## src/rtl/sfsa_ram.sv

```systemverilog
// Generic simple dual-port RAM: one write port, one read port, registered read.
// No dependencies.
`timescale 1ns / 1ps

module sfsa_ram #(
  parameter int unsigned WIDTH = 18,
  parameter int unsigned DEPTH = 256
) (
  input  logic                     clk,
  input  logic                     we,
  input  logic [$clog2(DEPTH)-1:0] waddr,
  input  logic [WIDTH-1:0]         wdata,
  input  logic [$clog2(DEPTH)-1:0] raddr,
  output logic [WIDTH-1:0]         rdata
);

  logic [WIDTH-1:0] mem [DEPTH];

  always_ff @(posedge clk) begin
    if (we) begin
      mem[waddr] <= wdata;
    end
    rdata <= mem[raddr];
  end

endmodule

```

## config.mk

```make
export PLATFORM = sky130hd
export DESIGN_NAME = sfsa_ram
export DESIGN_NICKNAME = d
export VERILOG_FILES = /design/src/rtl/sfsa_ram.sv
export SDC_FILE = /design/constraint.sdc
export NUM_CORES = 2
export LEC_CHECK = 0
export BUFFER_PORTS_ARGS = -buffer_cell sky130_fd_sc_hd__buf_2
export CELL_PAD_IN_SITES_DETAIL_PLACEMENT = 0
export CELL_PAD_IN_SITES_GLOBAL_PLACEMENT = 1
export CORE_UTILIZATION = 25
export CTS_CLUSTER_SIZE = 10
export DETAILED_ROUTE_END_ITERATION = 8
export GPL_TIMING_DRIVEN = 0
export PLACE_DENSITY_LB_ADDON = 0.1
export SYNTH_ARGS = -nofsm -noshare
export SYNTH_HDL_FRONTEND = slang
export SYNTH_MEMORY_MAX_BITS = 65536
export SYNTH_SLANG_ARGS = --single-unit
```

## constraint.sdc

```tcl
create_clock -name clk -period 5.64 [get_ports clk]
set_input_delay 0.564 -clock clk [delete_from_list [all_inputs] [get_ports clk]]
set_output_delay 0.564 -clock clk [all_outputs]
set_load 0.02 [all_outputs]
```

* Word-level counts from Yosys, hierarchy flattened
Memory sizes are Yosys's and may differ from the RTL's. A register that Yosys moved wholly into a read port is not among the register bits.
Cells that the tools add are included.
** Word-level totals
- Memories kept :: 1
- Logic and storage cells :: 3
- Bits in registers :: 0
- Output and inout port bits :: 18
- Memory bits (writable) :: 4608
** Memory list
- mem :: depth 256, width 18, read ports 1, clocked after memory_dff 1, write ports 1, RTL line 17 : logic [WIDTH-1:0] mem [DEPTH];
** Operators by class
- Mux-type cells :: 2
** Operators with widths (number)
- 1-bit two-way mux :: 2

* Logic depth before layout (Yosys ltp)
- Depth in word-level cells :: 2
- Mapped depth :: 12
- Mapped depth without buffers :: 7

* Worst setup path after synthesis
Ideal clock, no wire load.
- Path kind :: input port to flip-flop
- From :: input waddr[3]
- To :: memory mem[235][0], enable pin
- Required time :: 5.247 ns
- Slack :: 2.824 ns
- Arrival :: 2.423 ns
- Stages on the path :: 6
- Cell sequence :: clkbuf_1 > nor2b_1 > clkbuf_1 > nand4_1 > clkbuf_1 > nor2_1
** RTL lines
- start, declared :: RTL line 11 : input logic [$clog2(DEPTH)-1:0] waddr,
- end, declared :: RTL line 17
No word-level cell before the write port.

==> run_results.csv <==
group,metric,value,unit
run_status,status,"finished, violations left",
run_status,violations,"max-capacitance violations, max-slew violations, negative setup slack",
yosys,synth_seq_area_share,0.7784,
yosys,synth_cells,8281,
place,dp_cells,18050,
yosys,ys_top_cells_by_count,"4608 x edfxtp_1, 864 x mux4_2, 792 x mux2i_1",
worst_setup_path,path_max_fanout,10,
flow_run,maxCapViolCount,4,
routing,drt_first_pass_iters,5,
yosys,yosys.area_share.simple,0.01658,
routing,detail_route.drc_violations,0,
layout,stdcell_count,18900,
min_path,worst_hold_path.num_cells,2,
floorplan,ios,54,
layout,fin_nets,9174,
min_path,worstHoldStart,"wdata[9]",
clock_tree,clk_latency,1.09,ns
yosys,synth.cell_area,178200,µm²
sta,slew_viol_final,26,
worst_setup_path,reg2reg_from,"mem[121][7]",
floorplan,die_width,846.3,µm
yosys,yosysTopAreaCell,"edfxtp_1",
sta,finalSetupTns,-0.02994,ns
clock_tree,cts_htree_levels,6,
min_path,hp-class,"primary input to flop",
sta,rsz0062_at_grt,"no",
power_and_ir_drop,p_leak,65.62,nW
worst_setup_path,arrival,6.49,ns
yosys,synth_compound_area_frac,0.03406,
power_and_ir_drop,powerDensity,353.9,nW/µm²
yosys,synthMuxAreaShare,0.1537,
grt,grt_pass1_wl,939000,µm
yosys,yosysWarnings,0,
yosys,synth_top_area_frac,0.7764,
worst_setup_path,cp.required,6.47,ns
sta,hold_violations,0,
layout,final_area,212900,µm²
sta,finalSetupViolations,2,
floorplan,start_util,0.2513,
floorplan,rows,309,
worst_setup_path,max_stage_delay,1.11,ns
place,portBuffers,45,
yosys,synthXorXnorAreaFrac,0,
sta,fin_crit,5.667,ns
yosys,synth_fa_ha_area_frac,0,
yosys,synth_nets,8317,
clock_tree,clk_pin_slew,0.06,ns
yosys,ys_ff_latch,4626,
yosys,synth_area_leaders,"edfxtp_1 78%, mux4_2 11%, mux2i_1 4.4%",
grt,gr-total-overflow,0,
sta,worst_slew_pin_slew,1.516,ns
routing,ant_nets,0,
grt,grt_max_degree,149,
power_and_ir_drop,ir_drop,0.0002970,V
worst_setup_path,ff2ff_path_depth,6,
floorplan,die_h,846.3,µm
grt,grt_usage,0.1975,
worst_setup_path,slowest_stage,"nor4_2",
place,hpwl,507500,µm
yosys,synth_top_family_by_area,"multiplexers",
yosys,async_flop_share,0,
worst_setup_path,critPathCaptureType,"flop",
yosys,syn_avg_cell_area,21.52,µm²
place,gp_congestion,0.9192,
worst_setup_path,setup.worst_path.start,"raddr[3]",
clock_tree,numCtsBuffers,559,
layout,fill_cells,68710,
layout,area_delta_synth_final,19.48,%
layout,drive_gt1_frac,0.2517,
sta,fin_crit_sh,1.005,
grt,grt_pass1_vias,93520,
yosys,synthMostInstantiatedCell,"edfxtp_1",
grt,antenna_found_initial,82,
sta,worst_slack,-0.02670,ns
clock_tree,clock-root-buffer,"clkbuf_16",
place,postPlaceCellArea,196900,µm²
routing,detail_route.wl_per_cell,38.36,µm
clock_tree,cts_buffer_depth,4,
routing,wl,725000,µm
worst_setup_path,cp-start-kind,"primary input",
worst_setup_path,critPathKind,"primary input to flop",
sta,clock.fmax,0.1765,GHz
worst_setup_path,crit_chain,"buf_2 -> inv_2 -> buf_4 -> buf_2 -> buf_2 -> buf_2 -> mux2i_1 -> o22ai_1 -> nor4_1 -> nor4_2",
routing,vias,92140,
sta,slew_headroom,-0.01045,
sta,skew,0.03901,ns
yosys,synth_cell_types,41,
floorplan,coreArea,709100,µm²
yosys,synth_top_flop_cell,"edfxtp_1",
worst_setup_path,crit_top_cell,"buf_2",
routing,viasPerCell,4.876,
routing,drtIter0Drc,10850,
floorplan,die_area,716300,µm²
yosys,synth-edff-count,4608,
clock_tree,cts_tree,"built",
clock_tree,cts_sinks,4626,
## worst max-delay path: cells and delay by family
family / cells / cell delay (ns)
AOI/OAI and AO/OA: 1 / 0.64
and+or+nand+nor: 2 / 1.32
muxes: 1 / 0.20
buffers and inverters: 6 / 3.50
## cell families (layout without fill, tap and decap cells)
family,Yosys count,count (layout)
AOI/OAI and AO/OA,862,862
muxes,1656,1656
DFF,4626,4626
buffers and inverters,500,1598
other,0,34
and+or+nand+nor,637,637
## worst paths after layout
path,slack (ns),endpoint
worst max-delay path,-0.03,rdata[7]
worst min-delay path,0.10,mem[2][9]
worst max register to register,1.45,rdata[7]
worst min register to register,1.19,rdata[8]
## report_power, final
part / switching, mW / total [mW] / internal [mW]
Sequential: 0.0218 / 38.0 / 37.9
Clock: 14.1 / 32.7 / 18.5
Combinational: 3.45 / 4.75 / 1.30
## sequential cells by signal, indices dropped and copies added, names as in the netlist
signal  cells
rdata      18
mem      4608
## what timing repair did
action	in CTS	in global routing
hold buffers	15	0
endpoints found under the hold margin	680	0
setup endpoints to repair	1	0
resized for setup	1	0
setup buffers	0	0
## metrics by stage
step | util | setup WS (ns) | power [mW] | hold WS (ns)
floorplan | - | 2.824 | 40.57 | 0.6629
global route | 0.3002 | 0.06472 | 77.42 | 0.04784
finish | 0.3003 | -0.02670 | 75.37 | 0.1019
CTS | 0.3002 | 0.07240 | 76.25 | 0.002775
detailed placement | 0.2777 | -1.193 | 43.47 | 0.8421
global placement | 0.2684 | -2.540 | 43.44 | 0.9864
## layout by cell type, fill, tap and decap left out, types with 46 or more instances in the layout
cell type,synthesis,routed
edfxtp_1,4608,4608
mux4_2,864,864
mux2i_1,792,792
clkbuf_16,0,572
o221ai_1,317,317
clkbuf_1,228,295
o22ai_1,238,238
a21oi_1,190,190
nor3_1,159,158
nor2_4,0,139
buf_2,92,127
nor2_2,0,117
buf_8,12,104
buf_16,0,87
buf_12,12,86
buf_6,84,85
nand2_1,81,81
clkbuf_2,0,57
a22oi_1,51,51
clkinv_1,1,46
## metal layers
metal | up-vias | global-route usage | share of wire
li1 | 36970 | - | -
met5 | - | 0 | 0.000069
met4 | 8 | 0.06005 | 0.036
met2 | 3355 | 0.3272 | 0.48
met1 | 50920 | 0.2668 | 0.43
met3 | 893 | 0.03174 | 0.056
## layout make-up
cell class | instances | area, µm² | share of cell area
Inverter | 4 | 16.27 | 0.00007639
Tap cell | 9485 | 11870 | 0.05573
Buffer | 496 | 3143 | 0.01476
Clock buffer | 697 | 14800 | 0.06952
Multi-Input combinational cell | 3155 | 37750 | 0.1773
Antenna cell | 34 | 85.08 | 0.0003996
Sequential cell | 4626 | 138700 | 0.6515
Clock inverter | 105 | 985.9 | 0.004630
Timing Repair Buffer | 296 | 5554 | 0.02608
Power figures use the tool's default switching activity.
