===== config.mk =====
export PLATFORM = sky130hd
export DESIGN_NAME = sfsa_mul
export DESIGN_NICKNAME = d
export VERILOG_FILES = /design/src/rtl/sfsa_mul.sv
export SDC_FILE = /design/constraint.sdc
export NUM_CORES = 1
export LEC_CHECK = 0
export BUFFER_PORTS_ARGS = -buffer_cell sky130_fd_sc_hd__buf_2
export CORE_ASPECT_RATIO = 1.5
export CORE_MARGIN = 4
export CORE_UTILIZATION = 29
export CTS_BUF_LIST = sky130_fd_sc_hd__clkbuf_2
export DETAILED_ROUTE_END_ITERATION = 6
export GPL_TIMING_DRIVEN = 0
export SLEW_MARGIN = 20
export SYNTH_ARGS = -nofsm -noshare
export SYNTH_HDL_FRONTEND = slang
export SYNTH_SLANG_ARGS = --single-unit

===== constraint.sdc =====
create_clock -name clk -period 16.5 [get_ports clk]
set_input_delay 0 -clock clk [delete_from_list [all_inputs] [get_ports clk]]
set_output_delay 0 -clock clk [all_outputs]
set_load 0.05 [all_outputs]

===== src/rtl/sfsa_mul.sv =====
// Shared registered signed multiplier of the accumulator's sequencer.
// No dependencies.
`timescale 1ns / 1ps

module sfsa_mul (
  input  logic               clk,
  input  logic signed [16:0] a,
  input  logic signed [17:0] b,
  output logic signed [34:0] p
);

  always_ff @(posedge clk) begin
    p <= 35'(a) * 35'(b);
  end

endmodule


# Word level (Yosys, flattened, before mapping)
# Cells that the tools add are included.
[totals]
out_inout_bits = 35
regBits = 35
input_bits = 36
wordCells = 2
[classes]
n_mul = 1
[ops]
columns = ["cell", "n"]
rows = [
  ["$mul A17 B18 Y35", 1],
]

# Depth between registers and ports, before layout
# Gate-level depths: netlist of run 1.
[logic_depth]
word_depth = 1
depth_mapped = 23

# Worst setup path after synthesis of run 1
# No wires, ideal clock.
[synth_path]
path_kind = "in2reg"
startpoint = "input a[8]"
endpoint = "register p[34]"
n_path_buf = 2
t_required_ns = 16.377
t_arrival_ns = 5.365
setup_time_ns = 0.123
stages = 22
path_slack_ns = 11.012
path_cell_list = "clkbuf_1 clkbuf_1 nand2_1 fa_1 inv_1 fa_1 inv_1 fa_1 inv_1 fa_1 fa_1 inv_1 fa_1 inv_1 ha_1 and2_1 a221oi_2 a21oi_1 a2bb2oi_1 nand3_1 a221oi_2 xnor2_1"
[synth_between]
elab_chain_cells = 1
[synth_rtl]
columns = ["element", "line", "text"]
rows = [
  ["start: declaration", "7", "input logic signed [16:0] a,"],
  ["$mul A17 B18 Y35", "13", "p <= 35'(a) * 35'(b);"],
  ["end signal: assignment", "13", ""],
  ["end: declaration", "9", "output logic signed [34:0] p"],
]
# Every way passes these cells.

# Worst setup path in the final report of run 1
[layout_path]
startpoint = "input a[8]"
endpoint = "register p[32]"
# Same word-level chain as after synthesis.

==> run metrics, run 1 <==
status finished clean; initial DRC count 541; Rows 92; CP max-delay cell fa_1; Syn Inst Count 1290; CTS clk-pin slew, worst paths 0.28 ns; die footprint 45690 µm²; Core ar. 41900 µm²; Tot GR Track Use 14.72%; WP data required 16.97 ns; min cycle time layout 6.049 ns; Fmax 0.1653 GHz; average cell area after synthesis 9.501 µm²; Slew HR 48.81%; via count 8850; top cells by area, synth fa_1 (51%), inv_1 (9.5%), ha_1 (8.9%), and2_1 (8.1%), dfxtp_1 (5.7%); CP cell instances clkbuf_1, clkbuf_1, nand2_1, fa_1, inv_1, fa_1, inv_1, fa_1, inv_1, fa_1, fa_1, inv_1, fa_1, inv_1, ha_1, and2_1, a221oi_2, o21ai_0, o21ai_0, o21ai_0, a41oi_1, xnor2_1; Largest regs p: 35 flops; Fin Setup TNS 0 ns; unique cell type count in the Yosys netlist 54; Layout area overhead 9.228%; crit-path max cell delay 0.58 ns; Worst path most repeated cell fa_1; global placement routability congestion 0.9239; Synthesis Warnings 0; final max-slew violation count 0; first-pass GRT wire length 52050 µm; Die Ht 259.8 µm; CP Class in2reg; H-tree lvl count 2; Port Buffers 64; Yosys top cell area share 50.80%; ANT nets after route 0; share of cells above drive strength 1 6.813%; initial antenna violation count 1; Initial Util 29.25%; synthesized cell area 12260 µm²; Final #Nets 1798; Critical Path AT 6.52 ns; pin count of the biggest net entering global routing 14; EDFF count, synth 0; asr flop ratio synth 0%; most flop-heavy register p; wire per inst 16.91 µm; Fill cells 4484; Final HPWL DP 28720 µm; RSZ-0062 raised after global routing false; area occupied by multi-input gates 10190 µm²; sequential share of the synthesized area 5.717%; Max Cap Violations 0; Largest register FFs 35; Die Wd 175.9 µm; Slew @ Worst Pin 0.7655 ns; vias per cell 4.585; top_reg_cell synth dfxtp_1; Synthesized Nets 1724; #FFs+latches synth 35; Pre-Repair DR Iteration Count 5; # DRC 0; final critical-path share of the clock period 36.66%; deepest clock path buffer count 2; final setup fails 0; cell taking the most area after synthesis fa_1; worst-path fanout max 10; boundary pin count 71; Worst Setup Start Kind input port; Reg area 700.7 µm²; grt total ovfl 0; CTS tree yes; Hold Crit Class in2reg; Sink Count 35; vias in the first global route 9938; root buf cell clkbuf_2; Routed WL 32640 µm; crit end category flip-flop; CTS Buf Count 5; final hold vios 0
-- placed cells by master (no fill, tap or decap), types with 4 or more instances in the layout --
master / count
clkbuf_1: 41
nand3_1: 9
nand2b_1: 7
and2_1: 159
o21a_1: 6
dfxtp_1: 35
a21oi_1: 24
buf_2: 64
o21ai_0: 18
a211oi_1: 4
o211ai_1: 6
nand2_1: 140
xnor2_1: 32
o21bai_1: 4
clkbuf_2: 5
ha_1: 87
a21o_1: 10
and3_1: 4
xor2_1: 6
nor2_1: 30
inv_1: 310
fa_1: 311
-- cell usage after synthesis, drive strengths merged, types with 2 or more instances --
cell type and number:
o211ai 6, a31o 4, a211oi 4, xnor2 32
a21oi 25, nand2 140, nand4 2, buf 3
xor2 6, nor2 30, a221oi 2, a21boi 2
a21o 12, and3 5, nand3 9, nand2b 7
o21ai 18, or2 3, nor3 3, dfxtp 35
o21a 6, clkbuf 43, o31ai 3, fa 311
ha 87, o2111ai 2, o21bai 4, and2 160
inv 310, a31oi 2
-- critical path, delay by kind of cell --
kind / cells / cell delay, ns
adder cells (fa/ha/maj): 7 / 3.41
XOR/XNOR: 1 / 0.14
AO/OA/AOI/OAI: 5 / 1.35
buffers and inverters: 7 / 1.23
AND/OR/NAND/NOR: 2 / 0.37
-- path summary, 6_finish.rpt --
path / from / endpoint / slack [ns] / depth (start not counted)
setup / recovery: a[8] / p[32] / 10.45 / 22
hold / removal: a[2] / p[2] / 0.06 / 3
-- area by class of cell --
type | count | share of cell area (%)
well taps | 564 | 5.271
multi-input cells | 899 | 76.09
plain buffers | 46 | 1.533
diodes | 1 | 0.01869
clock inverters | 3 | 0.3551
flip-flops and latches | 35 | 5.234
inverters | 310 | 8.692
clock buffers | 5 | 0.1869
repair buffers | 67 | 2.617
-- cells by family after synthesis --
logic type	share of synthesized area [%]
fa+ha+maj	59.68
simple gates	15.13
buf+inv	11.17
compound gates	5.594
xor+xnor	2.715
flops	5.717
-- timing repair --
| action | 4_1_cts | 5_1_grt |
|---|---|---|
| endpoints found under the hold margin | 3 | 0 |
| hold buffers | 3 | 0 |
| gates resized for setup | 0 | 0 |
| buffers inserted | 0 | 0 |
-- stage by stage --
step	cell area [µm²]	hold slack, ns	utilization (%)	cells	setup WS, ns
CTS	13390	0.03273	31.95	1929	10.52
floorplan	12260	0.1217	-	1290	11.01
finish	13390	0.05939	31.95	1930	10.45
detailed placement	13280	0.3567	31.70	1918	9.935
global placement	13280	0.3607	31.70	1918	9.991
global route	13390	0.06585	31.95	1930	10.23
-- per-layer routing --
layer | GRT usage (%) | routed length [µm] | vias up | share of wire (%)
met5 | 0 | 0 | - | 0
met4 | 6.068 | 1477 | 0 | 4.5
met3 | 1.425 | 1302 | 68 | 4.0
met2 | 28.02 | 18150 | 231 | 56
met1 | 16.66 | 11700 | 4607 | 36
li1 | - | - | 3944 | -
Power of run 1 is left out: the tool's default activity adds up to more than one toggle a clock period on the data nets, which glitch-free logic cannot reach.
==> run 2, diff against run 1 <==
clock period = 4.9 ns   (was 16.5 ns; I/O delays follow)
==> run metrics, run 2 (synthesized netlist as in run 1, its figures left out) <==
status complete, but fails checks (was finished clean); failing checks negative setup slack; Fill cells 4286 (was 4484); crit end category flip-flop (unchanged); Core ar. 41900 µm² (unchanged); Max Cap Violations 0 (unchanged); fin util 36.06% (was 31.95%); die footprint 45690 µm² (unchanged); Critical Path AT 5.42 ns (was 6.52 ns); Pre-Repair DR Iteration Count 5 (unchanged); first-pass GRT wire length 52710 µm (was 52050 µm); Initial Util 29.25% (unchanged); Largest register FFs 35 (unchanged); most frequent cells in the layout inv_1 (299), fa_1 (297), and2_1 (152) (was fa_1 (311), inv_1 (310), and2_1 (159)); GR Util met3 1.410% (was 1.425%); share of cells above drive strength 1 18.76% (was 6.813%); most flop-heavy register p (unchanged); final setup fails 4 (was 0); met1 Track Usage GR 16.61% (was 16.66%); grt total ovfl 0 (unchanged); root buf cell clkbuf_2 (unchanged); Fmax 0.2000 GHz; Sink Count 35 (unchanged); Die Ht 259.8 µm (unchanged); min cycle time layout 5.001 ns; ANT nets after route 0 (unchanged); setup ws final -0.1006 ns (was 10.45 ns); wire per inst 17.14 µm (was 16.91 µm); area occupied by multi-input gates 10610 µm² (was 10190 µm²); RSZ-0062 raised after global routing true (was false); Reg area 700.7 µm² (unchanged); deepest clock path buffer count 2 (unchanged); final critical-path share of the clock period 102.1%; Largest regs p: 35 flops (unchanged); global placement routability congestion 0.9013 (was 0.9239); initial antenna violation count 3 (was 1); WP data required 5.32 ns (was 16.97 ns); CTS Buf Count 5 (unchanged); CTS clk-pin slew, worst paths 0.24 ns (was 0.28 ns); GR Util met2 28.43% (was 28.02%); Final HPWL DP 28550 µm (was 28720 µm); final max-slew violation count 0 (unchanged); # DRC 0 (unchanged); Slew HR 61.76% (was 48.81%); Port Buffers 64 (unchanged); Layout area overhead 23.26% (was 9.228%); Rows 92 (unchanged); Routed WL 34010 µm (was 32640 µm); CP Class in2reg (unchanged); pin count of the biggest net entering global routing 19 (was 14); via count 9208 (was 8850); vias per cell 4.641 (was 4.585); CTS tree yes (unchanged); final hold vios 0 (unchanged); GRT Max-Usage Layer met2 (unchanged); worst-path fanout max 6 (was 10); Tot GR Track Use 14.82% (was 14.72%); Hold Crit Class in2reg (unchanged); Worst Setup Start Kind input port (unchanged); commonest non-fill, non-tap cell in the layout inv_1 (was fa_1); Die Wd 175.9 µm (unchanged); initial DRC count 542 (was 541); H-tree lvl count 2 (unchanged); Slew @ Worst Pin 0.5711 ns (was 0.7655 ns); vias in the first global route 10050 (was 9938); boundary pin count 71 (unchanged); Final #Nets 1851 (was 1798)
-- run 2: per-layer routing --
layer	wire length, µm	share of wire (%)
met4	1585	4.7
met1	12090	36
met5	0	0
met2	18880	56
met3	1453	4.3
-- run 2: layout make-up --
type | count | share of cell area [%]
timing repair buffer | 126 | 7.362
tap | 564 | 4.671
inverter | 310 | 7.768
clock buffer | 5 | 0.1656
sequential | 35 | 4.638
multi-input combinational | 899 | 70.23
antenna | 2 | 0.03313
buffer | 40 | 4.820
clock inverter | 3 | 0.3147
-- run 2: timing repair --
action	CTS	global route
cloned	1	6
setup endpoints to repair	21	13
setup buffers	31	21
endpoints found under the hold margin	3	0
gates resized for setup	142	87
pin swaps	42	49
hold buffers	3	0
-- run 2: worst paths after layout --
| check | start | to | cells past startpoint |
|---|---|---|---|
| hold / removal | a[0] | p[1] | 3 |
| setup / recovery | b[17] | p[31] | 20 |
-- run 2: worst max-delay path, stage by stage --
cell and delay [ns]:
buf_12 0.11, clkbuf_16 0.16, nand2_8 0.07, inv_6 0.03, fa_2 0.62, buf_12 0.13
fa_1 0.44, fa_1 0.55, fa_1 0.45, fa_1 0.51, fa_1 0.42, ha_1 0.29
buf_6 0.12, a2111o_1 0.36, a31o_1 0.21, a311oi_2 0.19, o211ai_1 0.16, a31o_1 0.27
a21oi_2 0.13, xnor2_1 0.15
-- run 2: through the flow --
step	cells	TNS [ns]	hold slack, ns	setup WS, ns	cell area, µm²
floorplan	1290	-0.4947	0.1217	-0.1696	12500
global placement	1918	-20.33	0.3516	-1.147	13530
detailed placement	1918	-20.40	0.3536	-1.148	13530
CTS	1957	-0.07699	0.09894	-0.03961	14560
global route	1984	-0.9879	0.1609	-0.1968	15110
finish	1984	-0.1950	0.1363	-0.1006	15110
Power of run 2 is left out for the same reason.
